--- src/rtl/wpm_pkg.sv ---
// Shared types, constants and character helpers for the word prefix matcher.
`default_nettype none

package wpm_pkg;

   localparam int MAX_PREFIX_LEN = 5;
   localparam int PREFIX_BYTES   = 5;
   localparam int PREFIX_W       = 8 * PREFIX_BYTES;
   localparam int PLEN_W         = 3;
   localparam int CSR_INDEX_W    = 1;
   localparam int CSR_DATA_W     = PREFIX_W;
   localparam int COUNT_W        = 32;
   localparam int LEN_W          = 8;

   localparam logic [CSR_INDEX_W-1:0] CSR_PREFIX_CHARS  = 1'd0;
   localparam logic [CSR_INDEX_W-1:0] CSR_PREFIX_LENGTH = 1'd1;

   typedef struct packed {
      logic [7:0] text_byte;
      logic       end_of_text;
   } req_type;

   typedef struct packed {
      logic [COUNT_W-1:0] word_number;
      logic [LEN_W-1:0]   word_length;
   } rsp_type;

   function automatic logic is_alnum(input logic [7:0] c);
      is_alnum = (c >= 8'h30 && c <= 8'h39) || (c >= 8'h41 && c <= 8'h5A) ||
                 (c >= 8'h61 && c <= 8'h7A);
   endfunction

   function automatic logic [7:0] to_lower(input logic [7:0] c);
      if (c >= 8'h41 && c <= 8'h5A) begin
         to_lower = c + 8'h20;
      end else begin
         to_lower = c;
      end
   endfunction

endpackage

`default_nettype wire

--- src/rtl/word_prefix_matcher_core.sv ---
// Top level: splits a byte stream into words and reports words that start with the prefix.
`default_nettype none

// Takes one text byte per cycle and reports, at the end of each alphanumeric word,
// the word's number (from 1) and length (saturating at 255) when its first
// prefix_length characters (capped at 5) equal the prefix, ignoring case; a zero-length
// prefix matches every word, a word shorter than the prefix never does. One item per
// cycle sustained, with a registered result: the word state registers update at
// acceptance and the result register holds a finished result while the next item
// is taken; req_ready drops only while a held result is not being taken. end_of_text
// closes any open word and restarts word numbering at 1. The user must write
// configuration through csr_we/csr_index/csr_wdata while idle; it is not enforced.
module word_prefix_matcher_core (
   input  wire logic                              clock,
   input  wire logic                              reset,
   input  wire logic                              req_valid,
   output logic                                   req_ready,
   input  wire wpm_pkg::req_type                  req_payload,
   output logic                                   rsp_valid,
   input  wire logic                              rsp_ready,
   output wpm_pkg::rsp_type                       rsp_payload,
   input  wire logic                              csr_we,
   input  wire logic [wpm_pkg::CSR_INDEX_W-1:0]   csr_index,
   input  wire logic [wpm_pkg::CSR_DATA_W-1:0]    csr_wdata
);

   logic [wpm_pkg::PREFIX_W-1:0] prefix_chars_ff;
   logic [wpm_pkg::PLEN_W-1:0]   prefix_length_ff;

   logic                         inside_word_ff, inside_word_in;
   logic [wpm_pkg::LEN_W-1:0]    chars_seen_ff, chars_seen_in;
   logic                         still_matching_ff, still_matching_in;
   logic [wpm_pkg::COUNT_W-1:0]  words_counted_ff, words_counted_in;

   logic                         rsp_valid_ff, rsp_valid_in;
   wpm_pkg::rsp_type             rsp_ff, rsp_in;

   logic                         accept;
   logic                         alnum;
   logic [wpm_pkg::PLEN_W-1:0]   active_len;
   logic [wpm_pkg::LEN_W-1:0]    cur_seen;
   logic                         cur_match;
   logic [wpm_pkg::COUNT_W-1:0]  cur_count;
   logic [7:0]                   pfx_byte;
   logic [wpm_pkg::LEN_W-1:0]    new_seen;
   logic                         new_match;
   logic                         emit;

   assign req_ready   = !rsp_valid_ff || rsp_ready;
   assign accept      = req_valid && req_ready;
   assign rsp_valid   = rsp_valid_ff;
   assign rsp_payload = rsp_ff;

   always_ff @(posedge clock) begin
      if (reset) begin
         prefix_chars_ff  <= '0;
         prefix_length_ff <= '0;
      end else if (csr_we) begin
         case (csr_index)
            wpm_pkg::CSR_PREFIX_CHARS:  prefix_chars_ff  <= csr_wdata;
            wpm_pkg::CSR_PREFIX_LENGTH: prefix_length_ff <= csr_wdata[wpm_pkg::PLEN_W-1:0];
            default: ;
         endcase
      end
   end

   always_comb begin
      if (prefix_length_ff > wpm_pkg::PLEN_W'(wpm_pkg::MAX_PREFIX_LEN)) begin
         active_len = wpm_pkg::PLEN_W'(wpm_pkg::MAX_PREFIX_LEN);
      end else begin
         active_len = prefix_length_ff;
      end

      alnum = wpm_pkg::is_alnum(req_payload.text_byte);

      // An alphanumeric byte outside a word opens a fresh one.
      if (inside_word_ff) begin
         cur_seen  = chars_seen_ff;
         cur_match = still_matching_ff;
         cur_count = words_counted_ff;
      end else begin
         cur_seen  = '0;
         cur_match = 1'b1;
         cur_count = (words_counted_ff == '1) ? words_counted_ff : words_counted_ff + 1'b1;
      end

      if (cur_seen < wpm_pkg::LEN_W'(wpm_pkg::PREFIX_BYTES)) begin
         pfx_byte = prefix_chars_ff[8*cur_seen[2:0] +: 8];
      end else begin
         pfx_byte = 8'h00;
      end

      new_match = cur_match;
      if (cur_seen < wpm_pkg::LEN_W'(active_len) &&
          wpm_pkg::to_lower(req_payload.text_byte) != wpm_pkg::to_lower(pfx_byte)) begin
         new_match = 1'b0;
      end
      new_seen = (cur_seen == '1) ? cur_seen : cur_seen + 1'b1;

      inside_word_in    = inside_word_ff;
      chars_seen_in     = chars_seen_ff;
      still_matching_in = still_matching_ff;
      words_counted_in  = words_counted_ff;
      emit              = 1'b0;
      rsp_in            = rsp_ff;

      if (alnum) begin
         inside_word_in    = 1'b1;
         chars_seen_in     = new_seen;
         still_matching_in = new_match;
         words_counted_in  = cur_count;
         if (req_payload.end_of_text) begin
            emit = new_match && (new_seen >= wpm_pkg::LEN_W'(active_len));
            rsp_in.word_number = cur_count;
            rsp_in.word_length = new_seen;
         end
      end else if (inside_word_ff) begin
         inside_word_in = 1'b0;
         emit = still_matching_ff && (chars_seen_ff >= wpm_pkg::LEN_W'(active_len));
         rsp_in.word_number = words_counted_ff;
         rsp_in.word_length = chars_seen_ff;
      end

      if (req_payload.end_of_text) begin
         inside_word_in    = 1'b0;
         chars_seen_in     = '0;
         still_matching_in = 1'b1;
         words_counted_in  = '0;
      end

      if (accept) begin
         rsp_valid_in = emit;
      end else if (rsp_ready) begin
         rsp_valid_in = 1'b0;
      end else begin
         rsp_valid_in = rsp_valid_ff;
      end
   end

   always_ff @(posedge clock) begin
      if (reset) begin
         inside_word_ff    <= 1'b0;
         chars_seen_ff     <= '0;
         still_matching_ff <= 1'b1;
         words_counted_ff  <= '0;
         rsp_valid_ff      <= 1'b0;
      end else begin
         rsp_valid_ff <= rsp_valid_in;
         if (accept) begin
            inside_word_ff    <= inside_word_in;
            chars_seen_ff     <= chars_seen_in;
            still_matching_ff <= still_matching_in;
            words_counted_ff  <= words_counted_in;
         end
      end
   end

   always_ff @(posedge clock) begin
      if (accept && emit) begin
         rsp_ff <= rsp_in;
      end
   end

`ifndef ASSERT_OFF
   a_rsp_nonzero: assert property (@(posedge clock) disable iff (reset)
      rsp_valid_ff |-> (rsp_ff.word_number != '0 && rsp_ff.word_length != '0))
      else $error("result with zero word number or length");

   a_open_word_counted: assert property (@(posedge clock) disable iff (reset)
      inside_word_ff |-> (words_counted_ff != '0 && chars_seen_ff != '0))
      else $error("open word without count or characters");

   a_eot_clears: assert property (@(posedge clock) disable iff (reset)
      (accept && req_payload.end_of_text) |=>
         (!inside_word_ff && words_counted_ff == '0 && chars_seen_ff == '0))
      else $error("end of text did not clear word state");

   a_stall_holds: assert property (@(posedge clock) disable iff (reset)
      (rsp_valid_ff && !rsp_ready) |=> !req_ready || rsp_valid_ff)
      else $error("held result lost while stalled");
`endif

endmodule

`default_nettype wire
--- config.mk ---
export PLATFORM = sky130hd
export DESIGN_NAME = word_prefix_matcher_core
export DESIGN_NICKNAME = d
export VERILOG_FILES = /design/src/rtl/wpm_pkg.sv /design/src/rtl/word_prefix_matcher_core.sv
export SDC_FILE = /design/constraint.sdc
export NUM_CORES = 1
export LEC_CHECK = 0
export BUFFER_PORTS_ARGS = -buffer_cell sky130_fd_sc_hd__buf_2
export CORE_MARGIN = 2
export CORE_UTILIZATION = 45
export CTS_CLUSTER_DIAMETER = 60
export DETAILED_ROUTE_END_ITERATION = 8
export PLACE_DENSITY = 0.65
export SYNTH_ARGS = -nofsm -noshare
export SYNTH_HDL_FRONTEND = slang
export SYNTH_SLANG_ARGS = --single-unit
--- constraint.sdc ---
create_clock -name clock -period 10.8 [get_ports clock]
set_clock_uncertainty 0.15 [all_clocks]
set_input_delay 2.16 -clock clock [delete_from_list [all_inputs] [get_ports clock]]
set_output_delay 2.16 -clock clock [all_outputs]
set_load 0.01 [all_outputs]
======== Yosys cells after proc, flatten, opt, wreduce, memory -nomap -nowiden ========
Cells that the tools add are included.
word-level totals
  register bits ........................... 126
  bits in latches ......................... 0
  memory bits (writable) .................. 0
  ROM bits ................................ 0
  bits of input ports ..................... 55
  output and inout port bits .............. 42
  logic and storage cells ................. 78
  memories kept ........................... 0
operators by class
  $add $sub $neg .......................... 4
  $mul .................................... 0
  div/mod/pow operators ................... 0
  magnitude comparators ................... 13
  equal/unequal tests ..................... 4
  shift-type cells ........................ 1
  muxes and demuxes ....................... 26
  bitwise gates (word level) .............. 1
  reductions and logical operators ........ 20
operator list
  kind                                                                count
  two-way mux 32 bit                                                  4
  two-way mux 40 bit                                                  3
  two-way mux 8 bit                                                   7
  variable part select 40 x 7 -> 8 bit                                1
  adder 32 x 1 -> 32 bit (second input constant)                      1
  equality test 32 bit (second input constant)                        1
  greater-or-equal comparator 8 x 7 -> 1 bit (second input constant)  3
  <= comparator 8 x 7 -> 1 bit (second input constant)                3
  adder 8 x 6 -> 8 bit (second input constant)                        2
  greater-or-equal comparator 8 x 3 -> 1 bit                          2
  two-way mux 1 bit                                                   11
  logical AND 1 bit                                                   9
  adder 8 x 1 -> 8 bit (second input constant)                        1
  equality test 8 bit (second input constant)                         1
  greater-or-equal comparator 8 x 6 -> 1 bit (second input constant)  1
  <= comparator 8 x 6 -> 1 bit (second input constant)                1
  less-than comparator 8 x 3 -> 1 bit                                 1
  less-than comparator 8 x 3 -> 1 bit (second input constant)         1
  != test 8 bit                                                       1
  AND reduction 2 bit                                                 3
  nonzero test 2 bit                                                  3
  > comparator 3 bit (second input constant)                          1
  logical OR 1 bit                                                    3
  two-way mux 3 bit                                                   1
  other kinds (4)                                                     4

======== Longest topological paths before layout ========
Gate-level depths: netlist of the first run.
  word-level depth ........................ 14
  gate-level depth with buffers ........... 18
  mapped depth without buffers ............ 14

======== Least setup slack after synthesis of the first run ========
OpenSTA, ideal clock, no wires.
  kind .................................... input-to-reg
  start point ............................. in req_payload[4] (netlist name)
  end point ............................... reg rsp_ff (netlist bit rsp_payload[0]) (enable)
  library setup time ...................... 0.437 ns
  arrival time ............................ 5.716 ns
  required time ........................... 10.213 ns
  path slack .............................. 4.497 ns
  stages on the path ...................... 10
  buffers on the path ..................... 1
  cells stage by stage .................... clkbuf_1 > nor4_1 > or3_1 > o221ai_1 > xor2_1 > xnor2_1 > nand4_1 > a2111oi_4 > a21oi_1 > nor2_1
between the ends
  word-level cells in the longest chain between the ends .. 11
  elaborated cells on any way between the ends .. 23
  classes of those cells .................. 1 x add/sub; 6 x order compare; 2 x eq/ne; 4 x mux; 10 x reduce/logical
ends and longest elaborated chain
  what                                                                                               line                             RTL
  start: declaration                                                                                 word_prefix_matcher_core.sv:18   input wire wpm_pkg::req_type req_payload,
  greater-or-equal comparator 8 x 7 -> 1 bit / <= comparator 8 x 7 -> 1 bit (equally long branches)  wpm_pkg.sv:29, wpm_pkg.sv:34
  logical AND 1 bit                                                                                  wpm_pkg.sv:29, wpm_pkg.sv:34
  two-way mux 8 bit                                                                                  wpm_pkg.sv:34                    if (c >= 8'h41 && c <= 8'h5A) begin
  != test 8 bit                                                                                      word_prefix_matcher_core.sv:95   wpm_pkg::to_lower(req_payload.text_byte) != wpm_pkg::to_lower(pfx_byte)) begin
  logical AND 1 bit                                                                                  word_prefix_matcher_core.sv:94   if (cur_seen < wpm_pkg::LEN_W'(active_len) &&
  two-way mux 1 bit                                                                                  word_prefix_matcher_core.sv:94
  logical AND 1 bit                                                                                  word_prefix_matcher_core.sv:113  emit = new_match && (new_seen >= wpm_pkg::LEN_W'(active_len));
  two-way mux 1 bit                                                                                  word_prefix_matcher_core.sv:112  if (req_payload.end_of_text) begin
  two-way mux 1 bit                                                                                  word_prefix_matcher_core.sv:107  if (alnum) begin
  logical AND 1 bit                                                                                  word_prefix_matcher_core.sv:159  if (accept && emit) begin
  AND reduction 3 bit (no line) (*)                                                                  n/a
  end signal: assignment                                                                             word_prefix_matcher_core.sv:160  rsp_ff <= rsp_in;
  end: declaration                                                                                   word_prefix_matcher_core.sv:36   wpm_pkg::rsp_type rsp_ff, rsp_in;
Mark *: on every way between the ends. The rest lies on a longest branch, timed or not.
A chain may end at the register's enable or synchronous reset.

======== Worst setup path in the final report of the first run ========
  start point ............................. in req_payload[2] (netlist name)
  end point ............................... reg rsp_ff (netlist bit rsp_payload[11]) (enable)
The elaborated chain is that of the path after synthesis.

==> results.txt, run 1 <==
- The flow ran to the end, and the final reports show no timing, DRC or antenna violations.
- The critical path is of the in2reg type.
- Vias in the first global route: 5459
- For hold timing, the worst endpoint is prefix_chars_ff[23]$_SDFFE_PP0P_.
* Final design utilization: 54.3%
* # rows: 44
- Maximum fanout count along the critical path: 40
* Post-placement cell area: 0.00731 mm²
- Of the cells placed in the final design, the portion with a size suffix greater than 1 is 17.0%.
- The floorplan step defined a die boundary enclosing 0.0159 mm².
- In the global route stage, overall resource usage came out at 21.5%.
* Max Buffers Root-to-Sink: 2
* Initial Util: 46.1%
* Chip Height: 126 µm
* Cell count of the worst reg-to-reg path: 13
- In this run, placement finished with an instance count of 1050.
* Cell breakdown of the critical path: buf_2 > nor4_1 > or3_1 > o221ai_1 > xor2_1 > xnor2_1 > nand4_1 > a2111oi_4 > a21oi_1 > nor2_4
* Max-cap violations: 0
* CTS H-tree depth: 4
* Post-layout nets: 954
* Top cells by instance count after synthesis: sky130_fd_sc_hd__nand2_1, sky130_fd_sc_hd__dfxtp_1, sky130_fd_sc_hd__nor2_1, sky130_fd_sc_hd__a21oi_1, sky130_fd_sc_hd__clkbuf_1
* Initial antenna violation count: 0
* Hold Path Class: reg2reg
- Highest clock rate: 190 MHz
* Synthesized instance count: 816
- CTS resizes: 0
- Data required time of the critical path: 10.69 ns
- Of the post-synthesis cell area, the dominant cell type holds 25.6%.
- STA classifies the critical path endpoint as a flop.
- Number of hold violations in the final report: 0
- Pin count of the biggest net entering global routing: 89
* Final global-route overflow total: 0
- The later pin in the worst-skew pair is clocked with a latency of 0.43 ns.
* Clock root cell: sky130_fd_sc_hd__clkbuf_16
- Worst hold path cell count: 2
* Global-route wire length before repair: 27.4 mm
- In this design, the stage delay of the slowest critical-path cell is 0.83 ns.
- Summing the sequential cell areas from Yosys gives 43.4% of the chip area.
- Reg-to-Reg Start: chars_seen_ff[0]$_SDFFE_PP0P_
- After layout, the worst path uses 48.7% of the clock period.
- Of all cell types, the one taking the most synthesized area is sky130_fd_sc_hd__dfxtp_1.
* WHS: 0.300 ns
* Final-report max-slew violation count: 0
- Total wire length after detailed routing: 16.6 mm
* Nets in the synthesized netlist: 885
* Number of buffers inserted by port buffering: 96
- CTS hold repair buffers: 0
* DRC: 0
- The number of different library cells used by synthesis comes to 67.
* Synthesized flop and latch total: 126
* Reg2Reg Capture Point: rsp_payload[11]$_DFFE_PP_
- Flip-flop cell with the highest count after synthesis: sky130_fd_sc_hd__dfxtp_1
* Setup-violating endpoint count in the final report: 0
* Average via count per standard cell: 5.59
- 97 I/O pins were placed.
* Half-perimeter wire length after detailed placement: 10.9 mm
- The worst setup path is launched from an input port.
- Final-layout fill cell count: 1377
* Layout Area Growth over Synthesis: 17.8%
* Cell types with the largest area share after synthesis: sky130_fd_sc_hd__dfxtp_1, sky130_fd_sc_hd__edfxtp_1, sky130_fd_sc_hd__nand2_1
- Among all cell types in the netlist, the one instantiated most often is sky130_fd_sc_hd__nand2_1.
- Synth Area per Inst: 8.25 µm²
- Wire per inst: 15.4 µm
- Overall via count from detail_route: 6049
* Post-Layout Cell Count: 1082
- Cell at the slowest stage of the critical path: sky130_fd_sc_hd__nor2_4
- Post-Syn Area: 0.00673 mm²
* Routability congestion estimate from global placement: 0.810
- For this design the ratio of total power to cell area is 149 mW/mm².
- Setup repair after global routing left no endpoint under its margin.
- The region available for standard cell placement spans 0.0146 mm².
- Together, buffers and inverters on the worst path number 1.
- Start point of the worst hold path: prefix_chars_ff[23]$_SDFFE_PP0P_
- First drt pass iteration count: 6
- At the worst endpoint, the arrival time is 5.16 ns.
- Iter 0 DRT Violations: 570
- The number of setup buffers added after CTS is 0.
* Number of antenna-violating nets in the routed design: 0
- Across the VDD grid, the largest voltage drop is 0.102 mV.
- Number of buffers created by CTS: 17
- Proportion of register bits with asynchronous set or reset after synthesis: 0%
- In this run the static leakage power is 3.04 nW.
* N_diodes: 0
- Actual transition at the worst max-transition pin: 1.09 ns
- Headroom to the max-slew limit came out at 26.9%.
- The Yosys step of the flow raised 0 warnings.
- TritonCTS clock tree: done
- Clock-pin slew of the registers on the worst-case setup and hold paths: 0.05 ns
- Number of synthesized flops with an enable pin: 40
- The routed design could run at a clock period as short as 5.26 ns.
- Fin area: 0.00793 mm²
* Setup TNS: 0 ns
- Total number of clock tree sinks: 126
* Worst reg2reg setup slack: 5.61 ns
- Die X: 126 µm
- Cell family with most CP delay: simple AND/OR/NAND/NOR gates
kinds of logic after synthesis:
family                     synth area share [%]
adders and majority gates                  2.60
muxes                                      1.39
buffers and inverters                      4.31
AOI/OAI and AO/OA                          19.2
and+or+nand+nor                            23.6
xor gates and xnor gates                   5.47
DFF                                        43.4
tightest hold or removal path, stage by stage (launching register included):
cell	delay, ns
sky130_fd_sc_hd__dfxtp_1	0.30
sky130_fd_sc_hd__nand2_1	0.05
sky130_fd_sc_hd__a21oi_1	0.05
cell usage in the layout (no fill, tap or decap), types with 14 or more instances in the layout:
master,count
sky130_fd_sc_hd__clkbuf_16,18
sky130_fd_sc_hd__a22oi_1,15
sky130_fd_sc_hd__edfxtp_1,40
sky130_fd_sc_hd__inv_1,18
sky130_fd_sc_hd__ha_1,14
sky130_fd_sc_hd__nand2_1,151
sky130_fd_sc_hd__nand3_1,22
sky130_fd_sc_hd__a21oi_1,81
sky130_fd_sc_hd__dfxtp_1,86
sky130_fd_sc_hd__nor3_1,17
sky130_fd_sc_hd__nor2_1,82
sky130_fd_sc_hd__xnor2_1,27
sky130_fd_sc_hd__buf_2,96
sky130_fd_sc_hd__o21ai_0,42
sky130_fd_sc_hd__xor2_1,15
state kept, by name (all words and copies together) (netlist names):
register	count
prefix_chars_ff	40
rsp_payload	40
words_counted_ff	32
chars_seen_ff	8
prefix_length_ff	3
inside_word_ff	1
rsp_valid	1
still_matching_ff	1
power breakdown:
group	internal (mW)	total, mW	switching (mW)	leakage, nW
Clock	0.378	0.585	0.207	0.302
Combinational	0.0323	0.0901	0.0578	1.63
Sequential	0.498	0.503	0.00564	1.11
cell type report:
cell class | instances | area (µm²) | share of cell area (%)
inverter | 18 | 67.6 | 0.852
multi-input combinational | 616 | 3540 | 44.6
sequential | 126 | 2920 | 36.9
clock inverter | 8 | 101 | 1.28
clock buffer | 24 | 513 | 6.47
tap | 184 | 230 | 2.90
timing repair buffer | 106 | 556 | 7.01
worst max-delay path by stage:
stage	start	endpoint	slack, ns	cells past startpoint
floorplan	req_payload[4]	rsp_payload[0]$_DFFE_PP_	4.50	10
global placement	req_payload[2]	rsp_payload[12]$_DFFE_PP_	5.09	10
detailed placement	req_payload[2]	rsp_payload[26]$_DFFE_PP_	5.08	10
CTS	req_payload[2]	rsp_payload[23]$_DFFE_PP_	5.50	10
global route	chars_seen_ff[0]$_SDFFE_PP0P_	rsp_payload[19]$_DFFE_PP_	5.04	13
finish	req_payload[2]	rsp_payload[11]$_DFFE_PP_	5.54	10
through the flow:
stage | setup slack [ns] | total power [mW]
after CTS | 5.50 | 1.19
after detailed placement | 5.08 | 0.603
after global placement | 5.09 | 0.602
after floorplan | 4.50 | 0.570
after global routing | 5.04 | 1.22
final | 5.54 | 1.18
per-layer routing:
layer  global-route usage [%]  part of all wire (%)  wire length (µm)  vias up
met5                        0                     0                 0        -
met4                     6.14                   1.2               193        0
met3                     5.14                   6.3              1050       16
met2                     32.6                    45              7540      173
met1                     30.5                    47              7850     2834
li1                         -                     -                 -     3026
Note: power is estimated with default switching activity, not from simulation.
==> run 2: changes to the inputs <==
- PLACE_DENSITY: 0.65 -> 0.68
- clock period: 10.8 -> 4.3 ns (I/O delays scaled with it)
==> run 2 against run 1 <==
  * Final area increased by 1.4%
  * Final cell count increased by 0.92%
  * Combinational power increased to 2.6 times the previous value
  * Global-route usage decreased by 0.51 points
  * Count of clock-buffer cells in the layout decreased by 6
  * First-iteration DRC count decreased by 18%
  * Routed wire length decreased by 0.11%
  * Sequential share of layout area decreased by 0.49 points
  * Largest cell class unchanged
  * Largest power group unchanged
==> results.txt, run 2 (synthesis gave the netlist of run 1 again) <==
- Final-report max-slew violation count: 0
* Max-cap violations: 0
- Maximum fanout count along the critical path: 18
- Min cycle time layout: 4.02 ns
* Setup-violating endpoint count in the final report: 0
* Number of cells on the critical path: 15
* Run status: completed
* Cell breakdown of the critical path: nand2_1 > inv_1 > ha_1 > nand3_1 > or3_1 > xnor2_1 > ha_1 > nand2b_1 > a21o_1 > a211o_1 > o41ai_1 > nor4_1 > a21oi_2 > nor2_4 > buf_4
- N_diodes: 0
- Final-layout fill cell count: 1373
* Leakage power summed over all cells: 3.10 nW
* Number of buffers inserted by port buffering: 96
* Number of hold violations in the final report: 0
- CTS saw 126 sinks.
- Using the TritonRoute via totals, the vias-per-cell ratio works out to 5.58.
- The first global-routing pass estimated 27.1 mm of wire.
* Final global-route overflow total: 0
- Post-placement cell area: 0.00743 mm²
- Across all hold checks on the routed design, the worst slack comes to 0.300 ns.
* Arrival time at the worst endpoint: 4.04 ns
- Period Utilization, post-route: 93.6%
- Once detailed placement completed, the half-perimeter wirelength came to 11.2 mm.
* Setup TNS: 0 ns
- The die is 126 µm wide.
* GRT Total Usage: 20.9%
* Startpoint types: flop
- TritonCTS clock tree: done
- Initial antenna violation count: 0
- The count of nets left with antenna violations once routing finished came out at 0.
- In this run the post-CTS setup repair buffer count came out at 0.
- Clock-pin slew was measured on the worst setup and hold paths at 0.06 ns.
- VDD IR max: 0.295 mV
- Cell family with most CP delay: compound AO/OA/AOI/OAI gates
* Total wire length after detailed routing: 16.6 mm
* # rows: 44
- Entering global routing, the biggest net connects 69 pins.
- Cell at the slowest stage of the critical path: sky130_fd_sc_hd__or3_1
* Wire per inst: 15.2 µm
- Vias in the first global route: 5475
- CTS H-tree depth: 4
- Proportion of layout cells with a drive suffix above 1: 18.1%
- DRC: 0
* Critical Path End Type: flop
- For this run, the detailed router's first-pass iteration total came to 5.
- No sink is reached through more buffers than the 2 on the longest clock path.
* Worst slew margin relative to its limit: 47.2%
* Critical path buffers and inverters: 2
- Among the stages of the critical path, the cell type that occurs most often is sky130_fd_sc_hd__ha_1.
* Actual transition at the worst max-transition pin: 0.785 ns
- Final design utilization: 55.1%
- Initial Util: 46.1%
- From bottom edge to top edge, the die measures 126 µm.
- Setup repair after global routing left no endpoint under its margin.
- The final layout contains 964 nets.
* Standard cell core area: 0.0146 mm²
- The first routing iteration left 470 violations.
- Clock latency at the later pin of the worst-skew pair: 0.43 ns
- Overall die area: 0.0159 mm²
* Routability congestion estimate from global placement: 0.852
- Measured in cells, the most critical reg-to-reg path has a length of 15.
- Critical Setup Path Class: reg2reg
* Highest clock rate: 249 MHz
* Top library cells by usage in the layout, fill and taps aside: sky130_fd_sc_hd__nand2_1, sky130_fd_sc_hd__buf_2, sky130_fd_sc_hd__dfxtp_1, sky130_fd_sc_hd__nor2_1, sky130_fd_sc_hd__a21oi_1
* Layout Area Growth over Synthesis: 19.4%
- The finished cells cover 0.00804 mm².
* Most frequent standard cell in the layout excluding fill and tap cells: sky130_fd_sc_hd__nand2_1
- Data required time of the critical path: 4.32 ns
- For this design the top-level I/O count stands at 97.
- Worst hold path cell count: 2
* Total power density per cell area: 369 mW/mm²
- The worst hold path belongs to the class reg2reg.
- The largest single stage delay on the critical path is 0.52 ns.
- Summing internal, switching and leakage power gives 2.97 mW.
* Overall via count from detail_route: 6090
- The cell sitting at the root of the clock tree is a sky130_fd_sc_hd__clkbuf_16.
* Number of buffers created by CTS: 17
run 2: layer usage:
layer,vias to the layer above,wire length [µm],track usage (%)
met2,184,7330,31.1
met1,2832,8010,30.1
met5,-,0,0
met3,27,1020,4.97
met4,0,254,6.79
li1,3047,-,-
run 2: what timing repair did:
action / CTS / global route
endpoints found under the setup margin: 0 / 40
hold buffers: 0 / 0
resized for setup: 0 / 1
hold endpoints to repair: 0 / 0
run 2: report_power, final:
group	switching, mW	internal, mW	total (mW)
combinational	0.147	0.0855	0.233
clock	0.547	0.923	1.47
sequential	0.0126	1.25	1.26
total	0.707	2.26	2.97
run 2: path summary, 6_finish.rpt:
path                                                       start                                to  slack [ns]
worst max register to register       inside_word_ff$_SDFFE_PP0P_         rsp_payload[32]$_DFFE_PP_        0.28
worst min register to register  prefix_chars_ff[27]$_SDFFE_PP0P_  prefix_chars_ff[27]$_SDFFE_PP0P_        0.30
worst max-delay path                 inside_word_ff$_SDFFE_PP0P_         rsp_payload[32]$_DFFE_PP_        0.28
worst min-delay path            prefix_chars_ff[27]$_SDFFE_PP0P_  prefix_chars_ff[27]$_SDFFE_PP0P_        0.30
run 2: tightest hold or removal path: cells and delay by family (launching register included):
| kind | cells | cell delay [ns] |
|---|---|---|
| flip-flops | 1 | 0.30 |
| AO/OA/AOI/OAI | 1 | 0.05 |
| AND/OR/NAND/NOR | 1 | 0.05 |
run 2: area by class of cell:
class	count	area (µm²)	area share, %
inverter	18	67.6	0.841
timing repair buffer	116	668	8.31
clock inverter	14	166	2.07
tap	184	230	2.86
sequential	126	2920	36.4
multi-input combinational	616	3540	44.1
clock buffer	18	439	5.46
run 2: through the flow:
step | setup slack, ns | std cells
after floorplan | 0.0520 | 816
after global placement | 0.324 | 1060
after detailed placement | 0.225 | 1060
after CTS | 0.211 | 1092
after global routing | 0.0197 | 1092
final | 0.276 | 1092
==> run 3: changes to the inputs <==
- CTS_BUF_LIST: default -> sky130_fd_sc_hd__clkbuf_16
==> run 3 against run 2 <==
  * Die area unchanged
  * Routed wire length decreased by 0.56%
  * Hold slack is essentially flat
  * Sequential power hardly changed
  * Maximum frequency barely moved
  * Via count decreased by 0.28%
  * Critical path type unchanged
==> results.txt, run 3 (synthesis gave the netlist of run 1 again) <==
- The via count of the first global-routing pass is 5485.
* I/O pin count: 97
- Buffers added to address setup during post-CTS repair amount to 0.
- The post-route netlist has 18.0% of its cells at a drive strength greater than 1.
- Once placement completed, the tool counted placed cells totaling 1060.
- Summed over all layers, the global routing overflow is 0.
* Actual transition at the worst max-transition pin: 0.780 ns
* DRC: 0
- The tightest hold path in the finished design has a slack of 0.300 ns.
- The final layout contains routed wiring with a total length of 16.5 mm.
- The library cell used most frequently in the layout, excluding fill and tap cells, is sky130_fd_sc_hd__nand2_1.
- The worst setup path is captured at a flop.
* Initial Util: 46.1%
* N_diodes: 0
* CTS H-tree depth: 4
- Routed signal wires occupy layers up through met4.
- In the final design database the tool counted 964 nets.
- Total power density per cell area: 367 mW/mm²
* Number of buffers created by CTS: 17
- At the end of routability-driven placement, the weighted congestion stood at 0.852.
* Worst slew margin relative to its limit: 47.5%
- Clock root cell: sky130_fd_sc_hd__clkbuf_16
- Timing would allow up to 249 MHz.
- The floorplan step defined a die boundary enclosing 0.0159 mm².
* Overall via count from detail_route: 6073
* Half-perimeter wire length after detailed placement: 11.2 mm
- In this run the remaining antenna-violating nets after routing total 0.
* Critical Setup Path Class: reg2reg
- The flow ran to the end, and the final reports show no timing, DRC or antenna violations.
* Startpoint types: flop
- After detailed routing, the wire length on met1 is 7.87 mm.
* Pin count of the biggest net entering global routing: 69
- Clock-pin slew of the registers on the worst-case setup and hold paths: 0.06 ns
- For the final routed database, the setup TNS stands at 0 ns.
- Along the worst path, the maximum fanout reaches 18.
* Design Power: 2.95 mW
* TritonCTS clock tree: done
- CTS resizes: 0
* Max Buffers Root-to-Sink: 2
* Initial antenna violation count: 0
- Max-cap violations: 0
* VDD IR max: 0.289 mV
* Hold Path Class: reg2reg
- In the layout the commonest cells are sky130_fd_sc_hd__nand2_1, sky130_fd_sc_hd__buf_2, sky130_fd_sc_hd__dfxtp_1, sky130_fd_sc_hd__nor2_1, sky130_fd_sc_hd__a21oi_1.
- Setup repair after global routing left no endpoint under its margin.
- CTS hold repair buffers: 0
* Total length of routed met3 wires: 999 µm
- The area growth from synthesis to layout is 19.3%.
* Min cycle time layout: 4.02 ns
- Detail Route met2 WL: 7.41 mm
- In the finished design, the share of the clock period the worst path needs comes to 93.5%.
- Measured on the finished design, the core utilization comes to 55.0%.
* Clock latency at the later pin of the worst-skew pair: 0.43 ns
- Number of hold violations in the final report: 0
- The first routing iteration left 469 violations.
* # rows: 44
* Global-route wire length before repair: 27.2 mm
* Die X: 126 µm
- Data required time of the critical path: 4.31 ns
- For this design the static power due to leakage is 3.10 nW.
* Post-Layout Cell Count: 1092
- Setup violations remaining at the end of the flow were counted as 0.
- CTS saw 126 sinks.
* Arrival time at the worst endpoint: 4.03 ns
* Final-report max-slew violation count: 0
- Standard cell core area: 0.0146 mm²
- Port buffering added 96 buffers.
- Chip Height: 126 µm
- GRT Total Usage: 20.9%
- First drt pass iteration count: 6
* Average via count per standard cell: 5.56
* Wire per inst: 15.1 µm
-- run 3: final timing paths --
check                                         from                                to  slack, ns  cells after the start
hold reg to reg   prefix_chars_ff[27]$_SDFFE_PP0P_  prefix_chars_ff[27]$_SDFFE_PP0P_       0.30                      2
setup / recovery       inside_word_ff$_SDFFE_PP0P_         rsp_payload[27]$_DFFE_PP_       0.28                     15
setup reg to reg       inside_word_ff$_SDFFE_PP0P_         rsp_payload[27]$_DFFE_PP_       0.28                     15
hold / removal    prefix_chars_ff[27]$_SDFFE_PP0P_  prefix_chars_ff[27]$_SDFFE_PP0P_       0.30                      2
-- run 3: where the power goes --
group	internal [mW]	total (mW)	switching, mW
sequential	1.25	1.26	0.0126
combinational	0.0855	0.232	0.147
clock	0.906	1.45	0.546
-- run 3: routing by layer --
metal	vias up	GRT usage (%)
li1	3043	-
met1	2821	30.1
met2	187	31.1
met4	0	6.79
met3	22	4.84
met5	-	0
-- run 3: cell type report --
| class | count | area [µm²] |
|---|---|---|
| Sequential cell | 126 | 2920 |
| Timing Repair Buffer | 116 | 668 |
| Inverter | 18 | 67.6 |
| Multi-Input combinational cell | 616 | 3540 |
| Clock inverter | 15 | 170 |
| Fill cell | 1374 | 6560 |
| Tap cell | 184 | 230 |
| Clock buffer | 17 | 425 |
-- run 3: worst max-delay path, cell delays in order, from the launching register on --
cell and delay (ns):
sky130_fd_sc_hd__dfxtp_1 0.37, sky130_fd_sc_hd__nand2_1 0.10, sky130_fd_sc_hd__inv_1 0.09, sky130_fd_sc_hd__ha_1 0.19, sky130_fd_sc_hd__nand3_1 0.13, sky130_fd_sc_hd__or3_1 0.52
sky130_fd_sc_hd__xnor2_1 0.25, sky130_fd_sc_hd__ha_1 0.26, sky130_fd_sc_hd__nand2b_1 0.14, sky130_fd_sc_hd__a21o_1 0.18, sky130_fd_sc_hd__a211o_1 0.29, sky130_fd_sc_hd__o41ai_1 0.42
sky130_fd_sc_hd__nor4_1 0.13, sky130_fd_sc_hd__a21oi_2 0.26, sky130_fd_sc_hd__nor2_4 0.07, sky130_fd_sc_hd__buf_4 0.22
-- run 3: per-stage QoR --
stage / instance area [µm²] / setup slack, ns
6_report: 8030 / 0.278
5_1_grt: 8030 / 0.0197
4_1_cts: 8020 / 0.212
3_5_place_dp: 7430 / 0.225
3_3_place_gp: 7430 / 0.324
2_1_floorplan: 6740 / 0.0520
